==> config.mk <==
export PLATFORM = sky130hd
export DESIGN_NAME = mcbp_ctrl
export DESIGN_NICKNAME = d
export VERILOG_FILES = /design/src/rtl/mcbp_pkg.sv /design/src/rtl/mcbp_ctrl.sv
export SDC_FILE = /design/constraint.sdc
export NUM_CORES = 1
export LEC_CHECK = 0
export BUFFER_PORTS_ARGS = -buffer_cell sky130_fd_sc_hd__buf_4
export CORE_UTILIZATION = 40
export CTS_CLUSTER_DIAMETER = 50
export DETAILED_ROUTE_END_ITERATION = 16
export RECOVER_POWER = 50
export SLEW_MARGIN = 20
export SYNTH_ARGS = -nofsm -noshare
export SYNTH_HDL_FRONTEND = slang
export SYNTH_SLANG_ARGS = --single-unit
==> constraint.sdc <==
create_clock -name clk -period 6.46 [get_ports clk]
set_clock_uncertainty 0.2 [all_clocks]
set_input_delay 0.323 -clock clk [delete_from_list [all_inputs] [get_ports clk]]
set_output_delay 0.323 -clock clk [all_outputs]
set_load 0.005 [all_outputs]
==> src/rtl/mcbp_pkg.sv <==
package mcbp_pkg;

  localparam int DEF_NUM_CHANNELS = 8;
  localparam int DEF_BUFFER_DEPTH = 4096;

  localparam logic [2:0] OP_CREATE   = 3'd0;
  localparam logic [2:0] OP_WRITE    = 3'd1;
  localparam logic [2:0] OP_READ     = 3'd2;
  localparam logic [2:0] OP_CLOSE_RD = 3'd3;
  localparam logic [2:0] OP_CLOSE_WR = 3'd4;

  localparam logic [2:0] ST_OK      = 3'd0;
  localparam logic [2:0] ST_INVALID = 3'd1;
  localparam logic [2:0] ST_FULL    = 3'd2;
  localparam logic [2:0] ST_EMPTY   = 3'd3;
  localparam logic [2:0] ST_EOF     = 3'd4;
  localparam logic [2:0] ST_BROKEN  = 3'd5;

  typedef struct packed {
    logic [2:0] opcode;
    logic [2:0] channel;
    logic [7:0] data_in;
    logic       last_byte;
  } in_item_t;

  typedef struct packed {
    logic [2:0] status;
    logic [7:0] data_out;
    logic [2:0] new_channel;
    logic       last_out;
  } out_item_t;

  typedef struct packed {
    logic wr_en;
    logic rd_en;
  } mem_ctl_t;

endpackage

==> src/rtl/mcbp_ctrl.sv <==
module mcbp_ctrl #(
  parameter int NUM_CHANNELS = mcbp_pkg::DEF_NUM_CHANNELS,
  parameter int BUFFER_DEPTH = mcbp_pkg::DEF_BUFFER_DEPTH,
  parameter int ADDR_W       = $clog2(NUM_CHANNELS * BUFFER_DEPTH)
) (
  input  logic                 clk,
  input  logic                 rst_n,
  input  logic                 item_vld,
  input  mcbp_pkg::in_item_t   item,
  output mcbp_pkg::mem_ctl_t   mem_ctl,
  output logic [ADDR_W-1:0]    mem_addr,
  output logic [7:0]           mem_wdata,
  output logic                 res_vld,
  output mcbp_pkg::out_item_t  res,
  output logic                 res_rd_ok
);
  import mcbp_pkg::*;

  localparam int CH_W   = (NUM_CHANNELS > 1) ? $clog2(NUM_CHANNELS) : 1;
  localparam int PTR_W  = $clog2(BUFFER_DEPTH);
  localparam int FILL_W = $clog2(BUFFER_DEPTH + 1);

  logic [NUM_CHANNELS-1:0] used_r, used_nxt;
  logic [NUM_CHANNELS-1:0] rd_open_r, rd_open_nxt;
  logic [NUM_CHANNELS-1:0] wr_open_r, wr_open_nxt;
  logic [PTR_W-1:0]        head_r [NUM_CHANNELS];
  logic [PTR_W-1:0]        head_nxt [NUM_CHANNELS];
  logic [PTR_W-1:0]        tail_r [NUM_CHANNELS];
  logic [PTR_W-1:0]        tail_nxt [NUM_CHANNELS];
  logic [FILL_W-1:0]       fill_r [NUM_CHANNELS];
  logic [FILL_W-1:0]       fill_nxt [NUM_CHANNELS];

  logic                    res_vld_r;
  out_item_t               res_r, res_nxt;
  logic                    rd_ok_r, rd_ok_nxt;

  logic                    free_found;
  logic [CH_W-1:0]         free_idx;
  logic [CH_W-1:0]         ch_idx;
  logic                    ch_valid;
  logic [PTR_W-1:0]        ptr_sel;

  always_comb begin
    free_found = 1'b0;
    free_idx   = '0;
    // scan from the top so the lowest free pipe wins
    for (int i = NUM_CHANNELS - 1; i >= 0; i--) begin
      if (!used_r[i]) begin
        free_found = 1'b1;
        free_idx   = CH_W'(i);
      end
    end
  end

  assign ch_idx   = CH_W'(item.channel);
  assign ch_valid = int'(item.channel) < NUM_CHANNELS;

  always_comb begin
    used_nxt    = used_r;
    rd_open_nxt = rd_open_r;
    wr_open_nxt = wr_open_r;
    head_nxt    = head_r;
    tail_nxt    = tail_r;
    fill_nxt    = fill_r;
    res_nxt     = '0;
    res_nxt.status   = ST_INVALID;
    res_nxt.last_out = item.last_byte;
    rd_ok_nxt   = 1'b0;
    mem_ctl     = '0;
    ptr_sel     = tail_r[ch_idx];

    if (item_vld) begin
      unique case (item.opcode) inside
        OP_CREATE: begin
          if (free_found) begin
            head_nxt[free_idx]    = '0;
            tail_nxt[free_idx]    = '0;
            fill_nxt[free_idx]    = '0;
            rd_open_nxt[free_idx] = 1'b1;
            wr_open_nxt[free_idx] = 1'b1;
            used_nxt[free_idx]    = 1'b1;
            res_nxt.status        = ST_OK;
            res_nxt.new_channel   = 3'(free_idx);
          end
        end
        OP_WRITE: begin
          if (ch_valid) begin
            if (!used_r[ch_idx] || !wr_open_r[ch_idx]) begin
              res_nxt.status = ST_INVALID;
            end else if (!rd_open_r[ch_idx]) begin
              res_nxt.status = ST_BROKEN;
            end else if (fill_r[ch_idx] == FILL_W'(BUFFER_DEPTH)) begin
              res_nxt.status = ST_FULL;
            end else begin
              mem_ctl.wr_en    = 1'b1;
              ptr_sel          = tail_r[ch_idx];
              tail_nxt[ch_idx] = (tail_r[ch_idx] == PTR_W'(BUFFER_DEPTH - 1)) ? '0
                                 : tail_r[ch_idx] + PTR_W'(1);
              fill_nxt[ch_idx] = fill_r[ch_idx] + FILL_W'(1);
              res_nxt.status   = ST_OK;
            end
          end
        end
        OP_READ: begin
          if (ch_valid) begin
            if (!used_r[ch_idx] || !rd_open_r[ch_idx]) begin
              res_nxt.status = ST_INVALID;
            end else if (fill_r[ch_idx] == '0) begin
              res_nxt.status = wr_open_r[ch_idx] ? ST_EMPTY : ST_EOF;
            end else begin
              mem_ctl.rd_en    = 1'b1;
              rd_ok_nxt        = 1'b1;
              ptr_sel          = head_r[ch_idx];
              head_nxt[ch_idx] = (head_r[ch_idx] == PTR_W'(BUFFER_DEPTH - 1)) ? '0
                                 : head_r[ch_idx] + PTR_W'(1);
              fill_nxt[ch_idx] = fill_r[ch_idx] - FILL_W'(1);
              res_nxt.status   = ST_OK;
            end
          end
        end
        OP_CLOSE_RD, OP_CLOSE_WR: begin
          if (ch_valid && used_r[ch_idx]) begin
            if (item.opcode == OP_CLOSE_RD) begin
              rd_open_nxt[ch_idx] = 1'b0;
            end else begin
              wr_open_nxt[ch_idx] = 1'b0;
            end
            // free the pipe once both ends are shut
            if (!rd_open_nxt[ch_idx] && !wr_open_nxt[ch_idx]) begin
              used_nxt[ch_idx] = 1'b0;
            end
            res_nxt.status = ST_OK;
          end
        end
        default: begin
          res_nxt.status = ST_INVALID;
        end
      endcase
    end
  end

  assign mem_addr  = ADDR_W'(ch_idx) * ADDR_W'(BUFFER_DEPTH) + ADDR_W'(ptr_sel);
  assign mem_wdata = item.data_in;

  always_ff @(posedge clk) begin
    if (!rst_n) begin
      used_r    <= '0;
      rd_open_r <= '0;
      wr_open_r <= '0;
      res_vld_r <= 1'b0;
      for (int i = 0; i < NUM_CHANNELS; i++) begin
        head_r[i] <= '0;
        tail_r[i] <= '0;
        fill_r[i] <= '0;
      end
    end else begin
      used_r    <= used_nxt;
      rd_open_r <= rd_open_nxt;
      wr_open_r <= wr_open_nxt;
      res_vld_r <= item_vld;
      head_r    <= head_nxt;
      tail_r    <= tail_nxt;
      fill_r    <= fill_nxt;
    end
  end

  always_ff @(posedge clk) begin
    res_r   <= res_nxt;
    rd_ok_r <= rd_ok_nxt;
  end

  assign res_vld   = res_vld_r;
  assign res       = res_r;
  assign res_rd_ok = rd_ok_r;

endmodule

==> impl_results.html <==
<table>
<tr><th>Metric</th><th>Value</th></tr>
<tr><th colspan="2">Critical path</th></tr>
<tr><td>Critical Path Fanout Max</td><td>41</td></tr>
<tr><td>Reg-to-reg setup timing slack</td><td>2.09 ns</td></tr>
<tr><td>Launch instance of the worst register-to-register path</td><td>fill_r[39]</td></tr>
<tr><td>Startpoint-to-endpoint class of the critical path</td><td>in -&gt; out</td></tr>
<tr><td>Depth of the most critical reg-to-reg path</td><td>8</td></tr>
<tr><td>Worst reg2reg path endpoint</td><td>fill_r[35]</td></tr>
<tr><td>Critical Path Start</td><td>item[11]</td></tr>
<tr><td>Capturing instance or port of the critical path</td><td>mem_addr[9]</td></tr>
<tr><td>Data arrival time at the worst-slack endpoint</td><td>4.78 ns</td></tr>
<tr><td>CP max-delay cell</td><td>sky130_fd_sc_hd__clkbuf_1</td></tr>
<tr><td>Cells along the critical path</td><td>buf_4 -&gt; clkbuf_1 -&gt; nand2_1 -&gt; o22ai_1 -&gt; a21oi_1 -&gt; nand3_1 -&gt; nor4_1 -&gt; buf_4 -&gt; nor2_2 -&gt; buf_4 -&gt; nor2_1 -&gt; a21oi_1 -&gt; buf_4</td></tr>
<tr><td>Delay contributed by the slowest stage of the critical path</td><td>0.78 ns</td></tr>
<tr><td>CP Launch Type</td><td>primary input</td></tr>
<tr><td>Required arrival time at the worst endpoint</td><td>5.94 ns</td></tr>
<tr><td>Most common cell on crit path</td><td>sky130_fd_sc_hd__buf_4</td></tr>
<tr><td>Endpoint kind of the worst setup timing path</td><td>primary output</td></tr>
<tr><th colspan="2">Routing</th></tr>
<tr><td>Via-per-instance ratio</td><td>6.61</td></tr>
<tr><td>Post-detailed-route wirelength per cell</td><td>25.4 um</td></tr>
<tr><td>Routed Wire Length</td><td>62.5 mm</td></tr>
<tr><td>First DRT Iteration DRCs</td><td>1657</td></tr>
<tr><td>Total via count in the routed design</td><td>16200</td></tr>
<tr><td>Routed Antenna Nets</td><td>0</td></tr>
<tr><td>Number of design rule violations left after detail routing</td><td>0</td></tr>
<tr><td>First-pass detailed-route iteration total</td><td>8</td></tr>
<tr><th colspan="2">Synth</th></tr>
<tr><td>Synthesis-stage register bit count</td><td>329</td></tr>
<tr><td>Sequential element share of the synthesized area</td><td>38.3%</td></tr>
<tr><td>EDFF count, synth</td><td>0</td></tr>
<tr><td>Area fraction of the dominant cell type after synthesis</td><td>38.3%</td></tr>
<tr><td>Number of different library cells in the post-synthesis netlist</td><td>101</td></tr>
<tr><td>Synthesized area per cell</td><td>8.81 um^2</td></tr>
<tr><td>Async set or reset register ratio after synthesis</td><td>0%</td></tr>
<tr><td>List of most frequent post-synthesis cells</td><td>sky130_fd_sc_hd__dfxtp_1, sky130_fd_sc_hd__nor2_1, sky130_fd_sc_hd__a22oi_1, sky130_fd_sc_hd__nand2_1, sky130_fd_sc_hd__o21ai_0</td></tr>
<tr><td>Instance count of the mapped netlist</td><td>1950</td></tr>
<tr><td>Primary flip-flop cell chosen by synthesis mapping</td><td>sky130_fd_sc_hd__dfxtp_1</td></tr>
<tr><td>Largest area contributor in the synthesized netlist</td><td>sky130_fd_sc_hd__dfxtp_1</td></tr>
<tr><td>Cell Area, Synth</td><td>17200 um^2</td></tr>
<tr><td>Largest cells by area after synthesis</td><td>sky130_fd_sc_hd__dfxtp_1, sky130_fd_sc_hd__a22oi_1, sky130_fd_sc_hd__nor2_1</td></tr>
<tr><td>Most instantiated library cell after synthesis</td><td>sky130_fd_sc_hd__dfxtp_1</td></tr>
<tr><td>Yosys warning count</td><td>0</td></tr>
<tr><th colspan="2">Timing</th></tr>
<tr><td>Slew at the pin with the worst max-slew slack</td><td>3.06 ns</td></tr>
<tr><td>Max-slew violation count</td><td>93</td></tr>
<tr><td>Worst hold slack</td><td>0.0286 ns</td></tr>
<tr><td>Final TNS setup</td><td>0 ns</td></tr>
<tr><td>Number of failing setup endpoints in the final timing report</td><td>0</td></tr>
<tr><td>Relative slew slack</td><td>-104%</td></tr>
<tr><td>Final hold viol count</td><td>0</td></tr>
<tr><td>Final worst path period share</td><td>82.1%</td></tr>
<tr><td>RSZ-0062 raised after global routing</td><td>no</td></tr>
<tr><td>Maximum clock frequency</td><td>189 MHz</td></tr>
<tr><td>Minimum clock period</td><td>5.30 ns</td></tr>
<tr><th colspan="2">Pwr</th></tr>
<tr><td>Power consumption</td><td>0.00474 W</td></tr>
<tr><td>IR drop worst, VDD</td><td>163 uV</td></tr>
<tr><td>Cell area power density</td><td>253 nW/um^2</td></tr>
<tr><td>Leakage power figure</td><td>6.22 nW</td></tr>
<tr><th colspan="2">Place</th></tr>
<tr><td>Port Buf Inserts</td><td>35</td></tr>
<tr><td>Placer congestion estimate</td><td>0.988</td></tr>
<tr><td>Half-perimeter wire length of the detailed placement result</td><td>40.0 mm</td></tr>
<tr><th colspan="2">Clock network</th></tr>
<tr><td>Sink Count</td><td>329</td></tr>
<tr><td>CTS tree</td><td>done</td></tr>
<tr><td>Buffers inserted by post-CTS timing repair</td><td>0</td></tr>
<tr><td>Later-pin clock latency in the skew report</td><td>0.59 ns</td></tr>
<tr><td>Number of buffers on the longest clock path</td><td>3</td></tr>
<tr><td>Number of CTS-inserted buffers</td><td>42</td></tr>
<tr><td>Root buffer selected by CTS</td><td>sky130_fd_sc_hd__clkbuf_16</td></tr>
<tr><td>H-tree level count</td><td>2</td></tr>
<tr><td>Clock-pin slew on the worst setup and hold paths</td><td>0.05 ns</td></tr>
<tr><th colspan="2">Cells and area</th></tr>
<tr><td>Filler cell count</td><td>4190</td></tr>
<tr><td>Number of antenna repair diodes</td><td>0</td></tr>
<tr><td>Layout area overhead</td><td>8.98%</td></tr>
<tr><td>Proportion of layout cells with a drive suffix above 1</td><td>13.7%</td></tr>
<tr><td>Final layout net count</td><td>1912</td></tr>
<tr><th colspan="2">Global routing</th></tr>
<tr><td>Number of global-route vias before repair</td><td>15300</td></tr>
<tr><td>Grt ovf</td><td>0</td></tr>
<tr><td>Pin count of the biggest net entering global routing</td><td>180</td></tr>
<tr><td>GRT Overall Usage</td><td>28.1%</td></tr>
<tr><td>First-pass GRT wire length</td><td>94.7 mm</td></tr>
<tr><td>Antenna violations before repair</td><td>0</td></tr>
<tr><th colspan="2">Die</th></tr>
<tr><td>Die height</td><td>209 um</td></tr>
<tr><td>Initial core utilization</td><td>40.8%</td></tr>
<tr><td>I/O pin count</td><td>60</td></tr>
<tr><td>Core area</td><td>42100 um^2</td></tr>
<tr><td>Cell row count</td><td>75</td></tr>
<tr><td>Die footprint</td><td>43800 um^2</td></tr>
<tr><td>Horizontal die dimension</td><td>209 um</td></tr>
<tr><th colspan="2">Hold path</th></tr>
<tr><td>Number of cells on the worst hold path</td><td>3</td></tr>
<tr><td>Hold WC Path Type</td><td>in -&gt; reg</td></tr>
<tr><th colspan="2">Run</th></tr>
<tr><td># Max-Cap Violations</td><td>5</td></tr>
<tr><th colspan="2">Run status</th></tr>
<tr><td>Result of the run</td><td>finished, violations left</td></tr>
<tr><td>Failing checks</td><td>capacitance limit, slew limit</td></tr>
</table>
worst min path at each step:
stage             start       to  slack (ns)
2_1_floorplan   item[0]   res[0]        0.15
3_3_place_gp    item[0]   res[0]        0.23
3_5_place_dp    item[0]   res[0]        0.23
4_1_cts        item[13]  res[14]       0.003
5_1_grt        item[12]  res[12]        0.06
6_report       item[13]  res[14]        0.03
critical path, delay by kind of cell:
family                 cells  cell delay (ns)
buffers and inverters      5             1.94
AND/OR/NAND/NOR            5             1.75
AO/OA/AOI/OAI              3             0.68
where the power goes:
part           internal [W]  switching, W
clock               0.00140      0.000962
combinational     0.0000803      0.000261
sequential          0.00203    0.00000217
total               0.00352       0.00123
cell usage in the layout, fill, tap and decap left out, drive strengths merged, types with 8 or more instances in the layout:
cell and n:
buf 62, o22ai 13, or4 13, a32oi 30, o311ai 24, xnor2 10, a21oi 104, dfxtp 329
nor3 33, and2 10, nand4 14, and3 9, mux2i 46, a221oi 27, o211ai 17, clkinv 12
mux4 26, nor4 27, conb 8, nor2 242, or3 9, nand2b 10, clkbuf 68, nand2 136
o21ai 136, nand3b 18, mux2 27, a22o 8, nor3b 10, o31ai 37, a22oi 150, a211oi 13
a31oi 17, inv 20, nand3 89, or3b 9
what timing repair did:
action	CTS	global route
setup endpoints to repair	0	0
hold buffers	4	0
endpoints found under the hold margin	8	0
gates resized for setup	0	0
per-layer routing:
layer	global-route usage [%]	up-vias	share of wire [%]
met4	15.6	0	5.3
met1	36.6	7960	41
met5	0	-	0
li1	-	7207	-
met3	4.91	217	8.2
met2	44.2	841	45
per-stage QoR:
step	area [um^2]	utilization, %	setup WS [ns]	std cells
4_1_cts	18800	44.7	1.84	2456
2_1_floorplan	17200	-	2.64	1957
5_1_grt	18700	44.5	0.831	2456
3_5_place_dp	17400	41.3	1.40	2381
6_report	18700	44.5	1.16	2456
3_3_place_gp	17400	41.2	1.53	2381
final cells by class:
type,count,area [um^2],share of cell area [%]
Inverter,19,76.3,0.408
Tap cell,539,674,3.60
Multi-Input combinational cell,1418,9390,50.1
Timing Repair Buffer,80,608,3.25
Clock buffer,54,1210,6.45
Clock inverter,17,185,0.989
Sequential cell,329,6590,35.2
sequential cells by signal, summed over array words and instances (netlist names):
register / count
fill_r: 104
head_r: 96
rd_open_r: 8
res: 7
res_rd_ok: 1
res_vld: 1
tail_r: 96
used_r: 8
wr_open_r: 8
kinds of logic after synthesis:
logic type,synth area share [%]
adders and majority gates,0.291
AOI/OAI and AO/OA,25.9
buffers and inverters,7.05
xor gates and xnor gates,0.713
other,0.0218
DFF,38.3
and+or+nand+nor,19.7
muxes,8.02
Power figures use the tool's default switching activity.
